[src/rtl/bdpc_pkg.sv]
// Shared types, constants and codes for the batch dosing pump controller.
`timescale 1ns / 1ps

package bdpc_pkg;

   localparam int VOLUME_BITS  = 20;
   localparam int REPORT_W     = 20;
   localparam int TARGET_W     = 20;
   localparam int TALLY_W      = 16;
   localparam int PHASE_W      = 8;
   localparam int WSTEP_W      = 8;
   localparam int DSTEP_W      = 10;
   localparam int AMOUNT_W     = TALLY_W + WSTEP_W;
   localparam int SUM_W        = ((VOLUME_BITS > AMOUNT_W) ? VOLUME_BITS : AMOUNT_W) + 1;
   localparam int NUM_CH       = 3;
   localparam int CSR_ADDR_W   = 4;
   localparam int CSR_DATA_W   = 32;

   localparam logic [PHASE_W-1:0]     WINDOW_TICKS = PHASE_W'(101);
   localparam logic [VOLUME_BITS-1:0] VOL_MAX      = {VOLUME_BITS{1'b1}};
   localparam logic [TALLY_W-1:0]     TALLY_MAX    = {TALLY_W{1'b1}};

   localparam logic [WSTEP_W-1:0] WSTEP_RESET  = WSTEP_W'(2);
   localparam logic [DSTEP_W-1:0] DSTEP_A_RESET = DSTEP_W'(15);
   localparam logic [DSTEP_W-1:0] DSTEP_B_RESET = DSTEP_W'(30);

   typedef enum logic [2:0] {
      CMD_WATER_TICK = 3'd0,
      CMD_DOSE_TICK  = 3'd1,
      CMD_FLOW_PULSE = 3'd2,
      CMD_BUTTON     = 3'd3,
      CMD_START_AUTO = 3'd4
   } command_type;

   localparam logic [1:0] CH_WATER  = 2'd0;
   localparam logic [1:0] CH_PUMP_A = 2'd1;
   localparam logic [1:0] CH_PUMP_B = 2'd2;
   localparam logic [1:0] CH_MIX    = 2'd3;

   // Register indexes on the configuration port (byte address / 4)
   localparam logic [1:0] REG_WATER_STEP = 2'd0;
   localparam logic [1:0] REG_DOSE_A     = 2'd1;
   localparam logic [1:0] REG_DOSE_B     = 2'd2;

   typedef struct packed {
      logic [2:0]          command;
      logic [1:0]          channel;
      logic [TARGET_W-1:0] target_volume;
   } req_item_type;

   typedef struct packed {
      logic                water_pump_on;
      logic                pump_a_on;
      logic                pump_b_on;
      logic                mix_pump_on;
      logic [REPORT_W-1:0] water_volume_report;
      logic [REPORT_W-1:0] pump_a_volume_report;
      logic [REPORT_W-1:0] pump_b_volume_report;
   } rsp_item_type;

   typedef struct packed {
      logic [WSTEP_W-1:0] water_step_per_pulse;
      logic [DSTEP_W-1:0] dose_step_a;
      logic [DSTEP_W-1:0] dose_step_b;
   } cfg_type;

endpackage

[src/rtl/bdpc_csr.sv]
// Configuration registers behind the APB-style port.
`timescale 1ns / 1ps

module bdpc_csr (
   input  logic                           clock,
   input  logic                           reset,
   input  logic                           psel,
   input  logic                           penable,
   input  logic                           pwrite,
   input  logic [bdpc_pkg::CSR_ADDR_W-1:0] paddr,
   input  logic [bdpc_pkg::CSR_DATA_W-1:0] pwdata,
   output logic [bdpc_pkg::CSR_DATA_W-1:0] prdata,
   output logic                           pready,
   output bdpc_pkg::cfg_type              cfg
);
   import bdpc_pkg::*;

   cfg_type    cfg_ff, cfg_in;
   logic       wr_en;
   logic [1:0] reg_idx;

   assign pready  = 1'b1;
   assign wr_en   = psel & penable & pwrite;
   assign reg_idx = paddr[3:2];

   always_comb begin
      cfg_in = cfg_ff;
      if (wr_en) begin
         unique case (reg_idx)
            REG_WATER_STEP: cfg_in.water_step_per_pulse = pwdata[WSTEP_W-1:0];
            REG_DOSE_A:     cfg_in.dose_step_a          = pwdata[DSTEP_W-1:0];
            REG_DOSE_B:     cfg_in.dose_step_b          = pwdata[DSTEP_W-1:0];
            default:        cfg_in = cfg_ff;
         endcase
      end
   end

   always_comb begin
      unique case (reg_idx)
         REG_WATER_STEP: prdata = CSR_DATA_W'(cfg_ff.water_step_per_pulse);
         REG_DOSE_A:     prdata = CSR_DATA_W'(cfg_ff.dose_step_a);
         REG_DOSE_B:     prdata = CSR_DATA_W'(cfg_ff.dose_step_b);
         default:        prdata = '0;
      endcase
   end

   always_ff @(posedge clock) begin
      if (reset) begin
         cfg_ff.water_step_per_pulse <= WSTEP_RESET;
         cfg_ff.dose_step_a          <= DSTEP_A_RESET;
         cfg_ff.dose_step_b          <= DSTEP_B_RESET;
      end else begin
         cfg_ff <= cfg_in;
      end
   end

   assign cfg = cfg_ff;

endmodule

[src/rtl/bdpc_core.sv]
// Controller state and the per-transaction update of flags, timers and volumes.
`timescale 1ns / 1ps

module bdpc_core (
   input  logic                   clock,
   input  logic                   reset,
   input  logic                   en,
   input  bdpc_pkg::req_item_type item,
   input  bdpc_pkg::cfg_type      cfg,
   output bdpc_pkg::rsp_item_type result
);
   import bdpc_pkg::*;

   logic [PHASE_W-1:0]     water_phase_ff, water_phase_in;
   logic [PHASE_W-1:0]     dose_phase_ff, dose_phase_in;
   logic [TALLY_W-1:0]     tally_ff, tally_in;
   logic                   gate_ff, gate_in;
   logic                   timer_en_ff, timer_en_in;
   logic [NUM_CH-1:0]      running_ff, running_in;
   logic [NUM_CH-1:0]      manual_ff, manual_in;
   logic [3:0]             toggle_ff, toggle_in;
   logic [VOLUME_BITS-1:0] volume_ff [NUM_CH];
   logic [VOLUME_BITS-1:0] volume_in [NUM_CH];
   logic [VOLUME_BITS-1:0] target_ff [NUM_CH];
   logic [VOLUME_BITS-1:0] target_in [NUM_CH];
   logic [VOLUME_BITS-1:0] snap_ff   [NUM_CH];
   logic [VOLUME_BITS-1:0] snap_in   [NUM_CH];

   logic [AMOUNT_W-1:0]    amount  [NUM_CH];
   logic [SUM_W-1:0]       sum     [NUM_CH];
   logic [VOLUME_BITS-1:0] sat     [NUM_CH];
   logic [NUM_CH-1:0]      over;
   logic [NUM_CH-1:0]      check_en;
   logic [PHASE_W-1:0]     water_next_phase;
   logic [PHASE_W-1:0]     dose_next_phase;
   logic                   press_on;

   // Window additions for each channel; a water tick applies the water one, a dose tick the dose ones.
   always_comb begin
      amount[0] = AMOUNT_W'(tally_ff) * AMOUNT_W'(cfg.water_step_per_pulse);
      amount[1] = AMOUNT_W'(cfg.dose_step_a);
      amount[2] = AMOUNT_W'(cfg.dose_step_b);
      for (int i = 0; i < NUM_CH; i++) begin
         sum[i]  = SUM_W'(volume_ff[i]) + SUM_W'(amount[i]);
         sat[i]  = (sum[i] > SUM_W'(VOL_MAX)) ? VOL_MAX : sum[i][VOLUME_BITS-1:0];
         over[i] = (sat[i] > target_ff[i]) && !manual_ff[i];
      end
   end

   always_comb begin
      water_phase_in   = water_phase_ff;
      dose_phase_in    = dose_phase_ff;
      tally_in         = tally_ff;
      gate_in          = gate_ff;
      timer_en_in      = timer_en_ff;
      running_in       = running_ff;
      manual_in        = manual_ff;
      toggle_in        = toggle_ff;
      volume_in        = volume_ff;
      target_in        = target_ff;
      snap_in          = snap_ff;
      check_en         = '0;
      water_next_phase = water_phase_ff + PHASE_W'(1);
      dose_next_phase  = dose_phase_ff + PHASE_W'(1);
      press_on         = !toggle_ff[item.channel];

      case (item.command)
         CMD_WATER_TICK: begin
            if (timer_en_ff) begin
               water_phase_in = water_next_phase;
               if (running_ff[0]) begin
                  if (water_next_phase != '0 && water_next_phase < WINDOW_TICKS) begin
                     gate_in = 1'b1;
                  end else if (water_next_phase == WINDOW_TICKS) begin
                     gate_in        = 1'b0;
                     check_en[0]    = 1'b1;
                     tally_in       = '0;
                     water_phase_in = '0;
                  end
               end
            end
         end
         CMD_DOSE_TICK: begin
            dose_phase_in = dose_next_phase;
            if (dose_next_phase == WINDOW_TICKS) begin
               check_en[1]   = running_ff[1];
               check_en[2]   = running_ff[2];
               dose_phase_in = '0;
            end
         end
         CMD_FLOW_PULSE: begin
            if (gate_ff && tally_ff != TALLY_MAX) begin
               tally_in = tally_ff + TALLY_W'(1);
            end
         end
         CMD_BUTTON: begin
            toggle_in[item.channel] = press_on;
            if (item.channel == CH_MIX) begin
               tally_in = '0;
            end else begin
               running_in[item.channel] = press_on;
               manual_in[item.channel]  = press_on;
               if (!press_on) begin
                  volume_in[item.channel] = '0;
                  target_in[item.channel] = '0;
               end
               if (item.channel == CH_WATER) begin
                  timer_en_in = press_on;
                  if (!press_on) begin
                     gate_in  = 1'b0;
                     tally_in = '0;
                  end
               end
            end
         end
         CMD_START_AUTO: begin
            if (item.channel != CH_MIX) begin
               target_in[item.channel]  = VOLUME_BITS'(item.target_volume);
               running_in[item.channel] = 1'b1;
               if (item.channel == CH_WATER) begin
                  timer_en_in = 1'b1;
               end
            end
         end
         default: begin
         end
      endcase

      // Apply the window addition; an auto-mode overshoot stops and clears.
      for (int i = 0; i < NUM_CH; i++) begin
         if (check_en[i]) begin
            snap_in[i] = sat[i];
            if (over[i]) begin
               running_in[i] = 1'b0;
               volume_in[i]  = '0;
            end else begin
               volume_in[i] = sat[i];
            end
         end
      end
   end

   always_ff @(posedge clock) begin
      if (reset) begin
         water_phase_ff <= '0;
         dose_phase_ff  <= '0;
         tally_ff       <= '0;
         gate_ff        <= 1'b0;
         timer_en_ff    <= 1'b0;
         running_ff     <= '0;
         manual_ff      <= '0;
         toggle_ff      <= '0;
         for (int i = 0; i < NUM_CH; i++) begin
            volume_ff[i] <= '0;
            target_ff[i] <= '0;
            snap_ff[i]   <= '0;
         end
      end else if (en) begin
         water_phase_ff <= water_phase_in;
         dose_phase_ff  <= dose_phase_in;
         tally_ff       <= tally_in;
         gate_ff        <= gate_in;
         timer_en_ff    <= timer_en_in;
         running_ff     <= running_in;
         manual_ff      <= manual_in;
         toggle_ff      <= toggle_in;
         volume_ff      <= volume_in;
         target_ff      <= target_in;
         snap_ff        <= snap_in;
      end
   end

   // Result reflects the state after this transaction.
   always_comb begin
      result.water_pump_on        = running_in[0];
      result.pump_a_on            = running_in[1];
      result.pump_b_on            = running_in[2];
      result.mix_pump_on          = toggle_in[3];
      result.water_volume_report  = REPORT_W'(snap_in[0]);
      result.pump_a_volume_report = REPORT_W'(snap_in[1]);
      result.pump_b_volume_report = REPORT_W'(snap_in[2]);
   end

endmodule

[src/rtl/batch_dosing_pump_controller.sv]
// Top level: input register, controller core, result register and configuration port.
`timescale 1ns / 1ps

// Batch dosing pump controller.
// Request channel (req_valid / req_stall / req_item) carries one command per
// transaction: water tick, dose tick, flow pulse, button press or start auto.
// Every accepted command yields exactly one response transaction on
// rsp_valid / rsp_stall / rsp_item with the pump drive flags and the last
// volume snapshots as they stand after that command.
// The command is held in the input register and is computed by the core into
// the result register, which drives rsp_valid and rsp_item.
// Throughput: one command per cycle while the receiver does not hold rsp_stall;
// the core update is a single pass of one 16x8 multiply, a saturating add and a target compare.
// When the receiver holds rsp_stall, the response holds and one more command
// waits in the input register; req_stall then rises until the response drains.
// Reset (synchronous, active high) clears all flags, timers, tallies and
// volumes and loads the step registers with 2, 15 and 30.
// Step registers are written over the APB-style port at byte addresses 0, 4
// and 8; write them only while no command is in flight.

module batch_dosing_pump_controller (
   input  logic                           clock,
   input  logic                           reset,
   input  logic                           req_valid,
   output logic                           req_stall,
   input  bdpc_pkg::req_item_type         req_item,
   output logic                           rsp_valid,
   input  logic                           rsp_stall,
   output bdpc_pkg::rsp_item_type         rsp_item,
   input  logic                           psel,
   input  logic                           penable,
   input  logic                           pwrite,
   input  logic [bdpc_pkg::CSR_ADDR_W-1:0] paddr,
   input  logic [bdpc_pkg::CSR_DATA_W-1:0] pwdata,
   output logic [bdpc_pkg::CSR_DATA_W-1:0] prdata,
   output logic                           pready
);
   import bdpc_pkg::*;

   logic         in_valid_ff, in_valid_in;
   req_item_type in_item_ff;
   logic         rsp_valid_ff, rsp_valid_in;
   rsp_item_type rsp_item_ff;
   rsp_item_type core_result;
   cfg_type      cfg;
   logic         advance;
   logic         req_take;

   assign advance   = !rsp_valid_ff || !rsp_stall;
   assign req_stall = in_valid_ff && !advance;
   assign req_take  = req_valid && !req_stall;

   always_comb begin
      in_valid_in  = req_stall ? in_valid_ff : req_valid;
      rsp_valid_in = advance ? in_valid_ff : rsp_valid_ff;
   end

   bdpc_csr u_csr (
      .clock   (clock),
      .reset   (reset),
      .psel    (psel),
      .penable (penable),
      .pwrite  (pwrite),
      .paddr   (paddr),
      .pwdata  (pwdata),
      .prdata  (prdata),
      .pready  (pready),
      .cfg     (cfg)
   );

   bdpc_core u_core (
      .clock  (clock),
      .reset  (reset),
      .en     (in_valid_ff && advance),
      .item   (in_item_ff),
      .cfg    (cfg),
      .result (core_result)
   );

   always_ff @(posedge clock) begin
      if (reset) begin
         in_valid_ff  <= 1'b0;
         rsp_valid_ff <= 1'b0;
      end else begin
         in_valid_ff  <= in_valid_in;
         rsp_valid_ff <= rsp_valid_in;
      end
   end

   // Payload registers: load on transfer, hold otherwise.
   always_ff @(posedge clock) begin
      if (req_take) begin
         in_item_ff <= req_item;
      end
      if (in_valid_ff && advance) begin
         rsp_item_ff <= core_result;
      end
   end

   assign rsp_valid = rsp_valid_ff;
   assign rsp_item  = rsp_item_ff;

endmodule
[config.mk]
export PLATFORM = sky130hd
export DESIGN_NAME = batch_dosing_pump_controller
export DESIGN_NICKNAME = d
export VERILOG_FILES = /design/src/rtl/bdpc_pkg.sv /design/src/rtl/bdpc_csr.sv /design/src/rtl/bdpc_core.sv /design/src/rtl/batch_dosing_pump_controller.sv
export SDC_FILE = /design/constraint.sdc
export NUM_CORES = 1
export LEC_CHECK = 0
export BUFFER_PORTS_ARGS = -buffer_cell sky130_fd_sc_hd__buf_4
export CAP_MARGIN = 20
export CORE_MARGIN = 5
export CORE_UTILIZATION = 40
export CTS_CLUSTER_SIZE = 10
export DETAILED_ROUTE_END_ITERATION = 8
export MAX_ROUTING_LAYER = met4
export PLACE_DENSITY = 0.59
export SLEW_MARGIN = 40
export SYNTH_ARGS = -nofsm -noshare
export SYNTH_HDL_FRONTEND = slang
export SYNTH_SLANG_ARGS = --single-unit
[constraint.sdc]
create_clock -name clock -period 21.5 [get_ports clock]
set_input_delay 3.225 -clock clock [delete_from_list [all_inputs] [get_ports clock]]
set_output_delay 3.225 -clock clock [all_outputs]
set_load 0.01 [all_outputs]
== Yosys cells after proc, flatten, opt, wreduce, memory -nomap -nowiden ==
Index checks and enable logic that the tools add are counted.

* Bits in registers: 343
* Input bits: 68
* Word-level logic and storage cells: 205

* Add/subtract/negate cells: 6
* $mul: 1
* $lt $le $gt $ge: 11
* Equal/unequal tests: 27
* Mux-type cells: 73
* Bitwise logic cells: 8
* Reductions and logical operators: 46

{| class="wikitable"
|+ Operators by type and width
! kind !! count
|-
| 2-to-1 mux 60 bit || 6
|-
| 2-to-1 mux 20 bit || 13
|-
| 2-to-1 mux 16 bit || 8
|-
| AND 60 bit || 2
|-
| one-hot mux 60 bit (2 select lines) || 1
|-
| greater-than comparator 25 x 20 -> 1 bit, second input constant || 3
|-
| bitwise mux 60 bit || 1
|-
| greater-than comparator 20 bit || 3
|-
| NOT 60 bit || 1
|-
| one-hot mux 16 bit (3 select lines) || 1
|-
| adder 20 x 10 -> 21 bit || 2
|-
| demux 20 bit (select 2 bit) || 1
|-
| 2-to-1 mux 8 bit || 4
|-
| one-hot mux 10 bit (3 select lines) || 1
|-
| adder 20 x 24 -> 25 bit || 1
|-
| multiplier 16 x 8 -> 24 bit || 1
|-
| 2-to-1 mux 1 bit || 24
|-
| != test 2 x 1 -> 1 bit, second input constant || 11
|-
| adder 16 x 1 -> 16 bit, second input constant || 1
|-
| adder 8 x 1 -> 8 bit, second input constant || 2
|-
| equality test 8 x 7 -> 1 bit, second input constant || 2
|-
| != test 16 bit, second input constant || 1
|-
| nonzero test 2 bit || 8
|-
| AND reduction 4 bit || 3
|-
| 38 further kinds || 71
|}

== Depth between registers and ports, before layout ==
* Depth after elaboration: 11
* Mapped depth: 32
* Gate-level depth less buffers: 27

== Cells and area by module ==
A second synthesis with hierarchy kept.

* Cells, all modules: 2,491
* Area total of the unflattened synthesis: 21,978.6 sq um

{| class="wikitable"
|+ By module, submodules not included
! module !! times used !! cells each !! area an instance (sq um)
|-
| bdpc_core || 1 || 2,225 || 17,646.9
|-
| batch_dosing_pump_controller || 1 || 99 || 2,758.9
|-
| bdpc_csr || 1 || 167 || 1,572.8
|}

== Least setup slack after synthesis ==
Ideal clock, no wire load.

* Path kind: in2out
* From: in paddr[2] (netlist name)
* To: out prdata[0] (netlist name)
* Arrival time: 4.032 ns
* Data required time: 18.275 ns
* Slack: 14.243 ns
* Stages on the path: 3
* Buffers on the path: 1
* Cell sequence: buf_1 > mux2i_1 > o21ai_0

* Longest elaborated chain between the ends: 2

{| class="wikitable"
|+ Ends and longest elaborated chain
! element !! RTL line !! text
|-
| start: declaration || batch_dosing_pump_controller.sv:33 || <nowiki>input logic [bdpc_pkg::CSR_ADDR_W-1:0] paddr,</nowiki>
|-
| equality test 2 bit, or another cell as far along || bdpc_csr.sv:39 || <nowiki>unique case (reg_idx)</nowiki>
|-
| one-hot mux 10 bit (3 select lines) (*) || bdpc_csr.sv:39 ||
|-
| end: declaration || batch_dosing_pump_controller.sv:35 || <nowiki>output logic [bdpc_pkg::CSR_DATA_W-1:0] prdata,</nowiki>
|}

Every way passes the cells marked *; elsewhere a longest branch is shown, timed or not.

== Worst setup path after layout ==
* From: reg u_csr.cfg_ff (netlist bit u_csr.cfg[22])
* To: reg u_core.volume_ff[58] (netlist name)

* Longest elaborated chain between the ends: 8

{| class="wikitable"
|+ Ends and longest elaborated chain
! element !! RTL line !! text
|-
| start: declaration || bdpc_csr.sv:18 || <nowiki>cfg_type cfg_ff, cfg_in;</nowiki>
|-
| start signal: assignment || bdpc_csr.sv:53 || <nowiki>cfg_ff <= cfg_in;</nowiki>
|-
| multiplier 16 x 8 -> 24 bit (*) || bdpc_core.sv:40 || <nowiki>amount[0] = AMOUNT_W'(tally_ff) * AMOUNT_W'(cfg.water_step_per_pulse);</nowiki>
|-
| adder 20 x 24 -> 25 bit (*) || bdpc_core.sv:44 || <nowiki>sum[i] = SUM_W'(volume_ff[i]) + SUM_W'(amount[i]);</nowiki>
|-
| greater-than comparator 25 x 20 -> 1 bit || bdpc_core.sv:45 || <nowiki>sat[i] = (sum[i] > SUM_W'(VOL_MAX)) ? VOL_MAX : sum[i][VOLUME_BITS-1:0];</nowiki>
|-
| 2-to-1 mux 20 bit (*) || bdpc_core.sv:45 ||
|-
| greater-than comparator 20 bit || bdpc_core.sv:46 || <nowiki>over[i] = (sat[i] > target_ff[i]) && !manual_ff[i];</nowiki>
|-
| logical AND 1 bit || bdpc_core.sv:46 ||
|-
| 2-to-1 mux 20 bit (*) || bdpc_core.sv:133 || <nowiki>if (over[i]) begin</nowiki>
|-
| 2-to-1 mux 20 bit (*) || bdpc_core.sv:131 || <nowiki>if (check_en[i]) begin</nowiki>
|-
| end signal: assignment || bdpc_core.sv:167 || <nowiki>volume_ff <= volume_in;</nowiki>
|-
| end: declaration || bdpc_core.sv:22 || <nowiki>logic [VOLUME_BITS-1:0] volume_ff [NUM_CH];</nowiki>
|}

Marked as above.
A chain may end at the register's enable or synchronous reset.

==> tab_implementation.tex <==
\begin{tabular}{lr}
\hline
Metric & Value \\
\hline
\multicolumn{2}{l}{\textbf{Layout}} \\
Area growth syn-to-layout & 12.4\% \\
Storage element area & $\sim$0.0078 sq mm \\
\# diodes & 0 \\
Net count reported at finish & 2812 \\
Cell area after layout & 0.0245 sq mm \\
Layout cells sized above 1 & 9.49\% \\
Final cell utilization of the core & 45.4\% \\
Filler instances & 5132 \\
Multi-input logic area & 0.0125 sq mm \\
\multicolumn{2}{l}{\textbf{Synthesis}} \\
Top FF cell, synth & dfxtp\_1 \\
EDFF count, synth & 89 \\
Library cell occupying the most area in the post-synthesis netlist & dfxtp\_1 \\
Cell area after synthesis & 0.0218 sq mm \\
Fraction of synthesized cell area taken by the top area cell type & 23.3\% \\
Distinct cells, synth & 82 \\
Fraction of synthesis flops using an asynchronous set or reset pin & 0\% \\
Post-synthesis sequential area ratio & 35.6\% \\
Warnings, synthesis & 0 \\
Leading post-synthesis cells by cell area & dfxtp\_1 23\%, edfxtp\_1 12\%, fa\_1 9.7\%, ha\_1 7.6\%, nand2\_1 4.9\% \\
Number of storage elements in the synthesis netlist & approximately 340 \\
Syn Inst Count & roughly 2500 \\
Post-synthesis average cell area & 8.87 sq um \\
\multicolumn{2}{l}{\textbf{Timing}} \\
Final hold violation count & 0 \\
Clock Skew & between 0.015 and 0.02 ns \\
Final Max Slew Viols & 0 \\
Actual slew at the worst max-slew pin & 0.996 ns \\
RSZ-0062 raised after global routing & no \\
Crit share post-route & 42.0\% \\
Maximum operating frequency & 111 MHz \\
Headroom to the max-slew limit & roughly 34\% \\
Shortest period the worst path allows & 9.03 ns \\
Setup-failing EPs final & 0 \\
Total negative slack & 0 ns \\
\multicolumn{2}{l}{\textbf{Placed design}} \\
Buffers added on ports & approximately 120 \\
Final weighted congestion in routability-driven placement & roughly 0.9 \\
Placed inst area & 0.0231 sq mm \\
Half-perimeter wire length after detailed placement & roughly 44000 microns \\
\multicolumn{2}{l}{\textbf{Worst hold path}} \\
Hold path depth & 2 \\
Launch point of the worst hold path & u\_core.snap\_ff[7] \\
Hold crit path type & reg -> reg \\
Worst hold endpoint & u\_core.snap\_ff[7] \\
\multicolumn{2}{l}{\textbf{Drt}} \\
Routed Antenna Nets & 0 \\
First-pass DRT Iterations & 6 \\
Drt total wl & 59700 microns \\
Routed via count divided by cell count & approximately 5.4 \\
WL per Instance & $\sim$18 microns \\
Initial DRC count & about 1400 \\
\# DRC & 0 \\
Number of vias in the routed layout & roughly 18000 \\
\multicolumn{2}{l}{\textbf{Critical path}} \\
Setup slack of the worst register-to-register path & 12.47 ns \\
Worst reg-to-reg path cell count & 25 \\
Worst path arrival time & 9.48 ns \\
Critical register-to-register path endpoint & u\_core.volume\_ff[58] \\
Worst setup EP type & flop \\
Critical path peak fanout & 39 \\
Category of the most critical setup path & reg -> reg \\
Req. time, crit path & 21.95 ns \\
Reg-to-Reg Start & u\_csr.cfg[22] \\
Critical path launch point type & flop \\
Crit path launch & u\_csr.cfg[22] \\
\multicolumn{2}{l}{\textbf{Clock tree}} \\
Post CTS Setup Buffer Count & 0 \\
Bufs on Longest Clock Path & 3 \\
Reg clk slew, reported paths & 0.06 ns \\
Hold buffers post-CTS & 0 \\
Number of clock sinks & 343 \\
Skew-Pair Late Insertion Delay & between 0.5 and 0.6 ns \\
Number of buffers added by the clock tree synthesis step & 43 \\
Cts repair resizes & 0 \\
CTS tree & built \\
Cell at the root of the clock tree & clkbuf\_16 \\
\# H-tree levels & 2 \\
\multicolumn{2}{l}{\textbf{Floorplan}} \\
Total Die Area & approximately 0.059 sq mm \\
Boundary pin count & 167 \\
Site Rows & 85 \\
DIE WIDTH & approximately 240 microns \\
Standard cell core area & 0.0539 sq mm \\
Overall die height & 243 microns \\
Initial Utilization & 40.4\% \\
\multicolumn{2}{l}{\textbf{Global route}} \\
Via count of the first global-routing pass & 17100 \\
Wire length of the first global-routing pass & 94400 microns \\
Overall track demand over capacity in global routing & about a fifth \\
Sum of overflow across all layers after global routing & 0 \\
Initial antenna violation count & 0 \\
Maximum number of pins on one net before global-route repair & 171 \\
\multicolumn{2}{l}{\textbf{Power and ir drop}} \\
Pwr Total & 1450 uW \\
Lkg Pwr & 0.0107 uW \\
Worst vdd rail ir drop & 0.0491 mV \\
Power per cell area & 59.0 mW/mm\^{}2 \\
\multicolumn{2}{l}{\textbf{Status}} \\
Run status & complete, no violations \\
\multicolumn{2}{l}{\textbf{Run}} \\
Number of max-capacitance violations reported & 0 \\
\hline
\end{tabular}
## worst max-delay path by stage
| stage | to | slack (ns) | depth (start not counted) |
|---|---|---|---|
| final | u_core.volume_ff[58] | 12.47 | 25 |
| after global routing | u_core.volume_ff[58] | 11.68 | 25 |
| after CTS | u_core.volume_ff[58] | 12.44 | 26 |
| after detailed placement | u_core.volume_ff[58] | 12.47 | 26 |
| after global placement | u_core.volume_ff[44] | 12.18 | 26 |
| after floorplan | prdata[0] | 14.24 | 3 |
## stage by stage
stage                     setup slack [ns]  hold slack (ns)  std cells
after floorplan                      14.24            0.428       2478
after global placement               12.18            0.436       3155
after detailed placement             12.47            0.443       3155
after CTS                            12.44            0.450       3234
after global routing                 11.68            0.464       3235
final                                12.47            0.450       3235
## cells by family after synthesis
group                      count (synthesis)  share of synthesized area, %
AOI/OAI and AO/OA                        464                          14.0
xor gates and xnor gates                  53                          2.13
adders and majority gates                239                          17.4
buffers and inverters                    400                          7.60
DFF                                      343                          35.6
muxes                                     94                          4.38
other                                      2                        0.0345
and+or+nand+nor                          862                          18.8
## per-layer routing
metal | track usage, % | share of wire, % | up-vias
li1 | - | - | 8429
met3 | 2.61 | 5.4 | 87
met1 | 27.6 | 46 | 8620
met2 | 31.6 | 46 | 478
met4 | 6.12 | 2.8 | 0
met5 | - | 0 | -
## cells in the mapped netlist (19+ instances only)
cell      instances
ha_1            133
nand2_1         282
o21ai_0          73
dfxtp_1         254
a21o_1           34
inv_1           244
edfxtp_1         89
xnor2_1          27
a21oi_1         135
clkbuf_1         97
and3_1           22
xor2_1           26
buf_4            27
mux2i_1          84
nand4_1          27
o21a_1           19
a311oi_1         26
nor2_1          239
nor3_1           36
fa_1            106
a211oi_1         25
a31oi_1          36
buf_2            25
a211o_1          24
and2_1          112
nand3_1          47
## cells in the final DEF, fill, tap and decap left out, drive strengths merged, types with 48 or more instances in the layout
cell,instances
dfxtp,254
nand3,48
and2,112
edfxtp,89
nand2,282
a21oi,136
mux2i,84
nor2,241
inv,244
o21ai,75
fa,106
clkbuf,74
ha,133
buf,138
## area by class of cell
| class | instances | share of cell area (%) |
|---|---|---|
| Multi-Input combinational cell | 1735 | 51.1 |
| Timing Repair Buffer | 138 | 4.33 |
| Inverter | 244 | 3.75 |
| Tap cell | 696 | 3.56 |
| Clock buffer | 74 | 5.38 |
| Sequential cell | 343 | 31.7 |
| Clock inverter | 5 | 0.179 |
## where the power goes
part,switching (uW),internal [uW]
sequential,8.79,673
combinational,39.0,22.6
clock,286,416
## sequential cells by signal, indices dropped and copies added (netlist names)
register               cells
u_core.running_ff          3
rsp_item                  64
u_core.manual_ff           3
u_core.volume_ff          60
u_core.snap_ff            60
u_core.timer_en_ff         1
rsp_valid                  1
u_core.dose_phase_ff       8
u_core.gate_ff             1
u_core.tally_ff           16
in_item_ff                25
u_csr.cfg                 28
u_core.toggle_ff           4
u_core.water_phase_ff      8
in_valid_ff                1
u_core.target_ff          60
## critical path: stages (launching register included)
cell	delay [ns]
dfxtp_1	0.86
and2_1	0.27
fa_1	0.44
fa_1	0.48
fa_1	0.55
inv_1	0.06
fa_1	0.52
inv_1	0.04
ha_1	0.36
a2111oi_0	0.40
o21ai_1	0.24
nand3_1	0.19
nand3b_1	0.11
xnor2_1	0.18
o2111ai_1	0.36
nor3_4	0.72
buf_4	0.50
nand2_1	0.19
ha_1	0.35
nand4_1	0.14
nor4_1	0.33
o21ai_0	0.15
nand2_1	0.09
o21a_1	0.63
nor2_1	0.35
a221o_1	0.37
No activity file was read; power rests on OpenSTA's default activity.
